File: config.mk
export PLATFORM = sky130hd
export DESIGN_NAME = circular_fifo_with_search
export DESIGN_NICKNAME = d
export VERILOG_FILES = /design/src/rtl/core/cfs_pkg.sv /design/src/rtl/core/circular_fifo_with_search.sv /design/src/rtl/core/cfs_cell.sv /design/src/rtl/core/cfs_ctrl.sv
export SDC_FILE = /design/constraint.sdc
export NUM_CORES = 1
export LEC_CHECK = 0
export ABC_AREA = 0
export BUFFER_PORTS_ARGS = -buffer_cell sky130_fd_sc_hd__clkbuf_2
export CAP_MARGIN = 5
export CORE_ASPECT_RATIO = 1.25
export CORE_UTILIZATION = 62
export DETAILED_ROUTE_END_ITERATION = 16
export PLACE_DENSITY = 0.79
export SYNTH_ARGS = -nofsm -noshare
export SYNTH_HDL_FRONTEND = slang
export SYNTH_SLANG_ARGS = --single-unit
File: constraint.sdc
create_clock -name clock -period 7.1 [get_ports clock]
set_clock_uncertainty 0.2 [all_clocks]
set_input_delay 1.065 -clock clock [delete_from_list [all_inputs] [get_ports clock]]
set_output_delay 1.065 -clock clock [all_outputs]
set_load 0.01 [all_outputs]
File: src/rtl/core/cfs_pkg.sv
// Package for the circular FIFO with search: sizes, command and status codes,
// request and response structs, cell link types, controller states and the
// slot-count clamp. No dependencies.
`timescale 1ns / 1ps
`default_nettype none

package cfs_pkg;

   localparam int DEPTH      = 16;
   localparam int NUM_CELLS  = DEPTH - 1;
   localparam int CELL_IDX_W = (NUM_CELLS > 1) ? $clog2(NUM_CELLS) : 1;
   localparam int ELEM_W     = 32;
   localparam int CMD_W      = 2;
   localparam int STATUS_W   = 2;
   localparam int SLOT_W     = 5;

   localparam logic [CMD_W-1:0] CMD_INSERT = 2'd0;
   localparam logic [CMD_W-1:0] CMD_REMOVE = 2'd1;
   localparam logic [CMD_W-1:0] CMD_SEARCH = 2'd2;

   localparam logic [STATUS_W-1:0] STATUS_OK    = 2'd0;
   localparam logic [STATUS_W-1:0] STATUS_FULL  = 2'd1;
   localparam logic [STATUS_W-1:0] STATUS_EMPTY = 2'd2;

   localparam logic [SLOT_W-1:0] SLOTS_RESET = 5'd16;
   localparam logic [SLOT_W-1:0] SLOTS_MIN   = 5'd2;

   typedef struct packed {
      logic [CMD_W-1:0]         command;
      logic signed [ELEM_W-1:0] element;
   } req_type;

   typedef struct packed {
      logic [STATUS_W-1:0]      status;
      logic signed [ELEM_W-1:0] data;
      logic                     found;
   } rsp_type;

   // Broadcast from the controller to every cell.
   typedef struct packed {
      logic                     clear;
      logic                     shift;
      logic                     insert;
      logic signed [ELEM_W-1:0] new_element;
   } cell_ctrl_type;

   // Search probe handed from one cell to the next.
   typedef struct packed {
      logic signed [ELEM_W-1:0] key;
      logic                     probe;
      logic                     hit;
   } probe_link_type;

   typedef enum logic [1:0] {
      ST_IDLE,
      ST_SEARCH,
      ST_DONE
   } state_type;

   function automatic logic [SLOT_W-1:0] clamp_slots(input logic [SLOT_W-1:0] raw);
      logic [SLOT_W-1:0] v;
      v = raw;
      if (v < SLOTS_MIN) v = SLOTS_MIN;
      if (int'(v) > DEPTH) v = SLOT_W'(DEPTH);
      return v;
   endfunction

endpackage

`default_nettype wire

File: src/rtl/core/circular_fifo_with_search.sv
// Top level of the circular FIFO with search: the controller and a chain of
// storage cells. Depends on cfs_pkg, cfs_ctrl and cfs_cell.
//
// Usage: requests enter on the req_ channel (valid/ready) with a command and
// an element; each request yields exactly one response on the rsp_ channel.
// Insert appends at the newest end or reports full; remove returns the oldest
// element or reports empty; search reports whether the value is stored.
// Insert, remove and unused commands answer in the cycle after acceptance.
// A search walks a probe down the cell chain one cell per cycle. Once it leaves
// the last cell, the hit is registered in the controller and then loaded into
// the response register. No new request is taken while a search is in flight.
// The response sits in an output register; while the receiver stalls it holds,
// and a new request is taken only in the cycle that register drains or is free.
// Reset empties the queue and sets the slot count to 16. A csr_ write sets the
// slot count (clamped to 2..16, capacity one less) and empties the queue.
`timescale 1ns / 1ps
`default_nettype none

module circular_fifo_with_search (
   input  wire logic                       clock,
   input  wire logic                       reset,
   input  wire logic                       req_valid,
   output logic                            req_ready,
   input  wire cfs_pkg::req_type           req,
   output logic                            rsp_valid,
   input  wire logic                       rsp_ready,
   output cfs_pkg::rsp_type                rsp,
   input  wire logic                       csr_write_enable,
   input  wire logic [cfs_pkg::SLOT_W-1:0] csr_write_data
);
   import cfs_pkg::*;

   cell_ctrl_type            cell_ctrl;
   logic [NUM_CELLS-1:0]     valid_vec;
   logic signed [ELEM_W-1:0] element_w [NUM_CELLS];
   probe_link_type           link_w [NUM_CELLS+1];

   cfs_ctrl u_ctrl (
      .clock            (clock),
      .reset            (reset),
      .req_valid        (req_valid),
      .req_ready        (req_ready),
      .req              (req),
      .rsp_valid        (rsp_valid),
      .rsp_ready        (rsp_ready),
      .rsp              (rsp),
      .csr_write_enable (csr_write_enable),
      .csr_write_data   (csr_write_data),
      .valid_vec        (valid_vec),
      .head_element     (element_w[0]),
      .tail_link        (link_w[NUM_CELLS]),
      .cell_ctrl        (cell_ctrl),
      .launch_link      (link_w[0])
   );

   // Cell 0 holds the oldest element. A remove shifts every cell toward
   // cell 0; an insert lands in the first empty cell.
   for (genvar k = 0; k < NUM_CELLS; k++) begin : g_cell
      logic                     prev_valid;
      logic                     next_valid;
      logic signed [ELEM_W-1:0] next_element;

      if (k == 0) begin : g_first
         assign prev_valid = 1'b1;
      end else begin : g_mid
         assign prev_valid = valid_vec[k-1];
      end

      if (k == NUM_CELLS - 1) begin : g_last
         assign next_valid   = 1'b0;
         assign next_element = '0;
      end else begin : g_inner
         assign next_valid   = valid_vec[k+1];
         assign next_element = element_w[k+1];
      end

      cfs_cell u_cell (
         .clock          (clock),
         .reset          (reset),
         .ctrl_i         (cell_ctrl),
         .prev_valid_i   (prev_valid),
         .next_valid_i   (next_valid),
         .next_element_i (next_element),
         .link_i         (link_w[k]),
         .valid_o        (valid_vec[k]),
         .element_o      (element_w[k]),
         .link_o         (link_w[k+1])
      );
   end

endmodule

`default_nettype wire

File: src/rtl/core/cfs_cell.sv
// One storage cell of the FIFO chain: holds one element with its valid bit
// and one stage of the search probe pipeline. Depends on cfs_pkg.
`timescale 1ns / 1ps
`default_nettype none

module cfs_cell (
   input  wire logic                            clock,
   input  wire logic                            reset,
   input  wire cfs_pkg::cell_ctrl_type          ctrl_i,
   input  wire logic                            prev_valid_i,
   input  wire logic                            next_valid_i,
   input  wire logic signed [cfs_pkg::ELEM_W-1:0] next_element_i,
   input  wire cfs_pkg::probe_link_type         link_i,
   output logic                                 valid_o,
   output logic signed [cfs_pkg::ELEM_W-1:0]    element_o,
   output cfs_pkg::probe_link_type              link_o
);
   import cfs_pkg::*;

   logic                     valid_ff, valid_in;
   logic signed [ELEM_W-1:0] element_ff, element_in;
   logic                     probe_ff, probe_in;
   logic signed [ELEM_W-1:0] key_ff, key_in;
   logic                     hit_ff, hit_in;
   logic                     take_new;

   // The first free cell behind the occupied ones takes an inserted element.
   assign take_new = ctrl_i.insert && !valid_ff && prev_valid_i;

   always_comb begin
      valid_in   = valid_ff;
      element_in = element_ff;
      if (ctrl_i.clear) begin
         valid_in = 1'b0;
      end else if (ctrl_i.shift) begin
         valid_in   = next_valid_i;
         element_in = next_element_i;
      end else if (take_new) begin
         valid_in   = 1'b1;
         element_in = ctrl_i.new_element;
      end
   end

   assign probe_in = link_i.probe;
   assign key_in   = link_i.key;
   assign hit_in   = link_i.hit || (link_i.probe && valid_ff && (element_ff == link_i.key));

   always_ff @(posedge clock) begin
      if (reset) begin
         valid_ff <= 1'b0;
         probe_ff <= 1'b0;
      end else begin
         valid_ff <= valid_in;
         probe_ff <= probe_in;
      end
   end

   always_ff @(posedge clock) begin
      element_ff <= element_in;
      key_ff     <= key_in;
      hit_ff     <= hit_in;
   end

   assign valid_o   = valid_ff;
   assign element_o = element_ff;
   assign link_o    = '{key: key_ff, probe: probe_ff, hit: hit_ff};

endmodule

`default_nettype wire

File: src/rtl/core/cfs_ctrl.sv
// Controller of the FIFO chain: request decode, full and empty checks,
// search sequencing and the response register. Depends on cfs_pkg.
`timescale 1ns / 1ps
`default_nettype none

module cfs_ctrl (
   input  wire logic                              clock,
   input  wire logic                              reset,
   input  wire logic                              req_valid,
   output logic                                   req_ready,
   input  wire cfs_pkg::req_type                  req,
   output logic                                   rsp_valid,
   input  wire logic                              rsp_ready,
   output cfs_pkg::rsp_type                       rsp,
   input  wire logic                              csr_write_enable,
   input  wire logic [cfs_pkg::SLOT_W-1:0]        csr_write_data,
   input  wire logic [cfs_pkg::NUM_CELLS-1:0]     valid_vec,
   input  wire logic signed [cfs_pkg::ELEM_W-1:0] head_element,
   input  wire cfs_pkg::probe_link_type           tail_link,
   output cfs_pkg::cell_ctrl_type                 cell_ctrl,
   output cfs_pkg::probe_link_type                launch_link
);
   import cfs_pkg::*;

   state_type            state_ff, state_in;
   logic [SLOT_W-1:0]    slots_ff;
   logic                 rsp_valid_ff, rsp_valid_in;
   rsp_type              rsp_ff, rsp_in;
   logic                 found_ff;
   logic                 out_free;
   logic                 accept;
   logic                 full;
   logic                 empty;
   logic                 load_now;
   logic                 load_search;
   logic [CELL_IDX_W-1:0] cap_idx;

   // Capacity is slots - 1, so the queue is full once cell slots - 2 holds data.
   assign cap_idx  = CELL_IDX_W'(slots_ff - SLOTS_MIN);
   assign full     = valid_vec[cap_idx];
   assign empty    = !valid_vec[0];
   assign out_free = !rsp_valid_ff || rsp_ready;
   assign accept   = req_valid && req_ready;

   always_comb begin
      state_in = state_ff;
      unique case (state_ff)
         ST_IDLE: begin
            if (accept && (req.command == CMD_SEARCH)) state_in = ST_SEARCH;
         end
         ST_SEARCH: begin
            if (tail_link.probe) state_in = ST_DONE;
         end
         ST_DONE: begin
            if (out_free) state_in = ST_IDLE;
         end
         default: state_in = ST_IDLE;
      endcase
   end

   always_comb begin
      req_ready   = 1'b0;
      load_search = 1'b0;
      unique case (state_ff)
         ST_IDLE:   req_ready   = out_free;
         ST_SEARCH: req_ready   = 1'b0;
         ST_DONE:   load_search = out_free;
         default:   req_ready   = 1'b0;
      endcase
   end

   assign load_now = accept && (req.command != CMD_SEARCH);

   always_comb begin
      cell_ctrl.clear       = csr_write_enable;
      cell_ctrl.shift       = accept && (req.command == CMD_REMOVE) && !empty;
      cell_ctrl.insert      = accept && (req.command == CMD_INSERT) && !full;
      cell_ctrl.new_element = req.element;
      launch_link.key       = req.element;
      launch_link.probe     = accept && (req.command == CMD_SEARCH);
      launch_link.hit       = 1'b0;
   end

   always_comb begin
      rsp_in = '{status: STATUS_OK, data: '0, found: 1'b0};
      if (load_search) begin
         rsp_in.found = found_ff;
      end else begin
         case (req.command)
            CMD_INSERT: begin
               if (full) rsp_in.status = STATUS_FULL;
            end
            CMD_REMOVE: begin
               if (empty) rsp_in.status = STATUS_EMPTY;
               else       rsp_in.data   = head_element;
            end
            default: rsp_in = '{status: STATUS_OK, data: '0, found: 1'b0};
         endcase
      end
   end

   always_comb begin
      rsp_valid_in = rsp_valid_ff;
      if (load_now || load_search) rsp_valid_in = 1'b1;
      else if (rsp_ready)          rsp_valid_in = 1'b0;
   end

   always_ff @(posedge clock) begin
      if (reset) begin
         state_ff     <= ST_IDLE;
         rsp_valid_ff <= 1'b0;
         slots_ff     <= clamp_slots(SLOTS_RESET);
      end else begin
         state_ff     <= state_in;
         rsp_valid_ff <= rsp_valid_in;
         if (csr_write_enable) slots_ff <= clamp_slots(csr_write_data);
      end
   end

   always_ff @(posedge clock) begin
      if (load_now || load_search) rsp_ff <= rsp_in;
      if ((state_ff == ST_SEARCH) && tail_link.probe) found_ff <= tail_link.hit;
   end

   assign rsp_valid = rsp_valid_ff;
   assign rsp       = rsp_ff;

endmodule

`default_nettype wire

==> results of run 1 <==
==> logic make-up (layout without fill, tap and decap cells) <==
group           count (synthesis)  in the layout  share of synthesized area [%]
mux                            19             19                          0.599
simple gates                  305            305                           5.15
flops                        1016           1016                           70.6
xor+xnor                      479            479                           11.6
compound gates                510            510                           10.5
buf+inv                       111            301                           1.48
fa+ha+maj                       1              1                         0.0346
==> worst reg2reg max path: cells and delay by family, from the launching register on <==
| kind | cells | cell delay, ns |
|---|---|---|
| AO/OA/AOI/OAI | 2 | 0.45 |
| adder cells (fa/ha/maj) | 1 | 0.42 |
| buffers and inverters | 3 | 0.88 |
| flip-flops | 1 | 0.43 |
| multiplexers | 1 | 0.35 |
| AND/OR/NAND/NOR | 1 | 0.20 |
==> path summary, 6_finish.rpt <==
check                                           startpoint                              to  slack, ns  cells after the start
worst min-delay path            g_cell[5].u_cell.key_ff[6]      g_cell[6].u_cell.key_ff[6]       0.15                      0
worst max register to register          u_ctrl.slots_ff[1]  g_cell[0].u_cell.element_o[13]       3.77                      8
worst max-delay path                    u_ctrl.slots_ff[1]  g_cell[0].u_cell.element_o[13]       3.77                      8
worst min register to register  g_cell[5].u_cell.key_ff[6]      g_cell[6].u_cell.key_ff[6]       0.15                      0
==> power breakdown <==
| part | leakage, nW | internal [W] | total [W] | switching [W] |
|---|---|---|---|---|
| clock network | 1.54 | 0.00306 | 0.00524 | 0.00218 |
| logic | 6.25 | 0.000189 | 0.000471 | 0.000282 |
| registers | 8.87 | 0.00631 | 0.00642 | 0.000104 |
| total | 16.7 | 0.00956 | 0.0121 | 0.00257 |
==> area by class of cell <==
type,count,share of cell area (%)
inverter,6,0.0554
timing repair buffer,131,2.02
clock buffer,113,6.08
multi-input combinational,1314,25.1
sequential,1016,62.8
tap,750,2.31
clock inverter,51,1.67
==> flip-flops by register name, summed over array words and instances (netlist names) <==
| register | cells |
|---|---|
| u_ctrl.slots_ff | 4 |
| u_ctrl.rsp_valid | 1 |
| g_cell.u_cell.valid_o | 15 |
| u_ctrl.state_ff | 2 |
| u_ctrl.found_ff | 1 |
| u_ctrl.rsp | 35 |
| g_cell.u_cell.key_ff | 448 |
| g_cell.u_cell.hit_ff | 15 |
| g_cell.u_cell.probe_ff | 15 |
| g_cell.u_cell.element_o | 480 |
==> Yosys cell counts, types with 3 or more instances <==
master / number
nand4_1: 54
nor3_1: 4
o21ai_0: 15
a41o_1: 14
edfxtp_1: 516
xor2_1: 320
xnor2_1: 159
clkbuf_1: 21
nor4_1: 93
nor2b_1: 49
and2_1: 32
nand2b_1: 3
buf_2: 78
inv_1: 6
mux2i_1: 16
buf_4: 3
a21oi_1: 6
o22ai_1: 14
dfxtp_1: 500
nand3_1: 24
a21o_1: 449
or4b_1: 5
nor2_1: 23
nand2_1: 6
==> layer usage <==
metal  GRT usage (%)  part of all wire, %  routed length, um  up-vias
met5               0                    0                  0        -
met4            27.3                  9.7               8730        0
met3            3.39                  4.5               4090      245
met2            52.1                   50              45300      761
met1            34.9                   36              32300    10100
li1                -                    -                  -     9021
==> metrics by stage <==
stage / worst slack [ns] / util [%] / power (W) / cell area, um^2 / cells
floorplan: 1.39 / - / 0.00680 / 36100 / 2441
global placement: 3.39 / 65.2 / 0.00698 / 37400 / 3211
detailed placement: 3.31 / 65.2 / 0.00701 / 37400 / 3211
CTS: 3.81 / 70.7 / 0.0122 / 40600 / 3375
global route: 3.63 / 70.8 / 0.0124 / 40600 / 3381
finish: 3.77 / 70.8 / 0.0121 / 40600 / 3381
==> metrics.yaml, run 1 <==
finish:
  regArea_um2: 25500
  antenna_cells: 0
  mostFrequentLayoutCell: "edfxtp_1"
  nets: 2602
  multi_input_area_um2: 10200
  nFillCells: 3657
  final_cell_mix: "edfxtp_1, dfxtp_1, a21o_1"
  synthToLayoutAreaGrowth_pct: 12.5
  drive_above_1_share_pct: 11.6
setup_path:
  cp_max_fo: 32
  crit_buf_inv: 3
  end_kind: "flip-flop"
  cp.arrival_ns: 3.40
  worstPathCellList: "inv_1 -> ha_1 -> mux4_2 -> nor2_1 -> o21ai_4 -> buf_4 -> o41ai_2 -> buf_4"
  cp_common_cell: "buf_4"
  cp_top_family: "buffers and inverters"
  slowest_stage: "buf_4"
  crit_type: "flip-flop to flip-flop"
  cp.required_ns: 7.18
  cp-start-kind: "flip-flop"
  max_stage_delay_ns: 0.48
clock_tree:
  clock_path_buffers: 3
  postCtsHoldBufs: 0
  postCtsSetupBuffers: 0
  clock_sinks: 1016
  clock_latency_ns: 0.65
  path_clk_slew_ns: 0.06
  cts_root_buf: "clkbuf_16"
  cts_inserted_buffers: 88
  cts_tree: "yes"
  h-tree-depth: 3
  cts_resized: 0
synthesis:
  synthFlopType: "edfxtp_1"
  synth_area_um2: 36100
  synth_cell_type_count: 50
  syn_area_per_cell_um2: 14.8
  yosysTopAreaCellShare_pct: 42.9
  async_flop_share_pct: 0
  synth-edff-count: 516
  synthTopCellsByArea: "edfxtp_1, dfxtp_1, a21o_1"
  ys_ff_latch: 1016
  seq_area_frac_synth_pct: 70.6
  syn_inst: 2441
  synth_top_cell_by_area: "edfxtp_1"
  yosys_warnings: 0
  synthesis.nets: 2486
timing:
  hold_ws_ns: 0.154
  relSlewSlack_pct: 10.8
  period_needed_ns: 3.33
  min_period_over_period_pct: 46.8
  hold_violations: 0
  fmax_mhz: 301
  worst_slew_pin_slew_ns: 1.34
  final_max_slew_viol_count: 0
  setup_violations: 0
  rsz0062_at_grt: "no"
  timing.setup.tns_ns: 0
min_path:
  hp-class: "flip-flop to flip-flop"
grt:
  grt_max_degree: 164
  grt_overflow_total: 0
  grt_antenna_before_repair: 1
  grt_pass1_vias: 21000
  grt_usage_pct: 30.9
  grt_pass1_wl_um: 134000
placed_design:
  io_buffer_count: 80
  dp_hpwl_um: 63400
  gp_congestion: 0.954
die:
  row_count: 98
  dieArea_um2: 59200
  die_x_um: 218
  io_pins: 81
  start_util_pct: 63.0
  core_um2: 57400
  die_h_um: 272
detailed_routing:
  drc: 0
  dr.pass1.iters: 5
  ant_nets: 0
  viasPerCell: 5.95
  drt-wirelength-per-cell_um: 26.8
  drt_iter0_markers: 1801
  num_vias: 20100
  wl_um: 90500
run_status:
  outcome: "finished clean"
power_and_ir_drop:
  leakage_nw: 16.7
  p_per_area_nw_per_um2: 298
  peakVddDrop_mv: 0.227
flow_run:
  drv_cap: 0
(Power assumes the default switching activity.)
==> inputs of run 2 (changes only) <==
Settings changed: ABC_AREA 0 to 1.
Clock period 7.1 ns to 3.3 ns, I/O delays scaled along.
==> metrics.yaml, run 2 <==
detailed_routing:
  ant_nets: 0
  drc: 0
  drt-wirelength-per-cell_um: 21.5
  dr.pass1.iters: 8
  drt_iter0_markers: 2680
  wl_um: 95700
  viasPerCell: 5.76
  num_vias: 25700
synthesis:
  yosysMostFrequentCell: "nand2_1"
  syn_area_per_cell_um2: 10.7
  synthesis.nets: 3508
  synth-edff-count: 516
  synthTopCellsByCount: "nand2_1, edfxtp_1, dfxtp_1"
  synthAdderAreaFrac_pct: 0.0336
  synth_top_cell_by_area: "edfxtp_1"
  synth-simple-area-share_pct: 14.5
  seq_area_frac_synth_pct: 68.5
  yosys_warnings: 0
  yosysTopAreaCellShare_pct: 41.6
  syn_inst: 3463
  async_flop_share_pct: 0
  synthTopCellsByArea: "edfxtp_1, dfxtp_1, nand2_1"
  post_synth_xor_area_fraction_pct: 4.87
  synth_top_family_by_area: "simple AND/OR/NAND/NOR gates"
  muxShareOfSynthArea_pct: 0
  synth-compound-area-share_pct: 6.42
  synthFlopType: "edfxtp_1"
  synth_area_um2: 37200
  synth_cell_type_count: 35
  ys_ff_latch: 1016
setup_path:
  max_stage_delay_ns: 0.37
  slowest_stage: "dfxtp_1"
  cp-start-kind: "flip-flop"
  cp_max_fo: 32
  reg2reg_to: "g_cell[14].u_cell.element_o[17]"
  r2r_start: "u_ctrl.slots_ff[1]"
  rr_worst_depth: 11
  r2r_slack_ns: 0.44
  startpoint: "u_ctrl.slots_ff[1]"
  endpoint: "g_cell[14].u_cell.element_o[17]"
  end_kind: "flip-flop"
  cp.required_ns: 3.41
  crit_type: "flip-flop to flip-flop"
  cp_common_cell: "nand3_1"
  cp.arrival_ns: 2.97
  worstPathCellList: "inv_1 -> ha_1 -> inv_1 -> nand3_1 -> nand3_1 -> nand3_1 -> nand2_1 -> nor2_1 -> nand3_1 -> a21oi_4 -> buf_12"
timing:
  setup_violations: 0
  fmax_mhz: 350
  hold_violations: 0
  relSlewSlack_pct: 39.0
  final_max_slew_viol_count: 0
  rsz0062_at_grt: "no"
  fin_ws_ns: 0.439
  period_needed_ns: 2.86
  timing.setup.tns_ns: 0
  worst_slew_pin_slew_ns: 0.916
  min_period_over_period_pct: 86.7
power_and_ir_drop:
  internal_power_w: 0.0199
  p_per_area_nw_per_um2: 601
  p_clk_share_pct: 42.0
  power_frac_seq_pct: 54.6
  swShare_pct: 21.5
  leakage_nw: 17.1
  comb_power_share_pct: 3.4
  peakVddDrop_mv: 0.605
  power_w: 0.0253
  p_switching_w: 0.00543
finish:
  nets: 3656
  synthToLayoutAreaGrowth_pct: 13.2
  largest_reg_flops: 480
  finalNonFillerCells: 4453
  final_cell_mix: "nand2_1, edfxtp_1, dfxtp_1"
  mostFrequentLayoutCell: "nand2_1"
  drive_above_1_share_pct: 9.57
clock_tree:
  clock_latency_ns: 0.64
  cts_inserted_buffers: 90
  cts_tree: "yes"
  path_clk_slew_ns: 0.07
  cts_root_buf: "clkbuf_16"
  h-tree-depth: 3
  clock_path_buffers: 3
  clock_sinks: 1016
  postCtsSetupBuffers: 0
  cts_resized: 0
die:
  die_h_um: 276
  dieArea_um2: 61000
  io_pins: 81
  row_count: 100
  core_um2: 59400
  start_util_pct: 62.6
  die_x_um: 221
min_path:
  hp-class: "input pin to flip-flop"
  hold_depth: 4
  min-delay-start: "csr_write_data[4]"
placed_design:
  dp_hpwl_um: 64900
  post-place-ws_ns: 0.497
  io_buffer_count: 80
  gp_congestion: 0.935
  dp_cells: 4245
grt:
  grt_pass1_vias: 24700
  grt_pass1_wl_um: 143000
  grt_antenna_before_repair: 0
  grt_overflow_total: 0
  grt_max_degree: 91
  grt_usage_pct: 31.0
run_status:
  outcome: "finished clean"
flow_run:
  drv_cap: 0
-- run 2: changes by cell type in the layout (fill, tap and decap cells not counted), moves of 138 or more --
cell,previous run,this run
xor2_1,320,152
o21ai_0,2,140
nand2_1,6,826
a21o_1,449,0
nor2_1,23,188
inv_1,6,412
-- run 2: worst max-delay path, delay by kind of cell (launching register included) --
kind | cells | cell delay (ns)
DFF | 1 | 0.37
buffers and inverters | 3 | 0.46
adders and majority gates | 1 | 0.35
AOI/OAI and AO/OA | 1 | 0.20
and+or+nand+nor | 6 | 0.93
-- run 2: per-layer routing --
metal / part of all wire [%] / wire length [um] / up-vias / track usage (%)
li1: - / - / 11700 / -
met4: 6.1 / 5840 / 0 / 19.3
met3: 8.0 / 7660 / 230 / 3.87
met1: 39 / 37100 / 12300 / 40.1
met2: 47 / 45100 / 1401 / 50.6
met5: 0 / 0 / - / 0
-- run 2: repair_timing --
item	4_1_cts	5_1_grt
hold endpoints to repair	36	0
endpoints found under the setup margin	0	0
hold buffers	39	0
-- run 2: power groups by stage --
stage	Combinational, W	Clock, W	Sequential [W]
final	0.000868	0.0106	0.0138
after global routing	0.000942	0.0111	0.0138
after CTS	0.000853	0.0106	0.0138
after detailed placement	0.000805	0	0.0141
after global placement	0.000771	0	0.0141
after floorplan	0.000505	0	0.0140
-- run 2: worst min-delay path by stage --
stage | slack [ns] | endpoint
after floorplan | 0.13 | g_cell[10].u_cell.key_ff[0]
after global placement | 0.13 | g_cell[11].u_cell.key_ff[7]
after detailed placement | 0.13 | g_cell[11].u_cell.key_ff[19]
after CTS | 0.0003 | u_ctrl.slots_ff[1]
after global routing | 0.07 | u_ctrl.slots_ff[1]
final | 0.04 | u_ctrl.slots_ff[1]
-- run 2: final cells by class --
cell class / count / area, um^2
sequential: 1016 / 25500
fill: 3864 / 17300
multi-input combinational: 1921 / 9770
clock buffer: 124 / 2590
inverter: 425 / 1600
timing repair buffer: 157 / 1290
tap: 765 / 957
clock inverter: 44 / 399
antenna: 1 / 2.50
-- run 2: stage by stage --
step,hold slack (ns),util (%),area [um^2]
CTS,0.000267,70.9,42100
floorplan,0.131,-,37200
finish,0.0376,70.9,42100
global route,0.0704,70.9,42100
detailed placement,0.135,65.2,38700
global placement,0.132,65.2,38700
-- run 2: cell families after synthesis --
| group | after synthesis |
|---|---|
| and+or+nand+nor | 1290 |
| DFF | 1016 |
| buffers and inverters | 526 |
| AOI/OAI and AO/OA | 423 |
| xor gates and xnor gates | 207 |
| adders and majority gates | 1 |
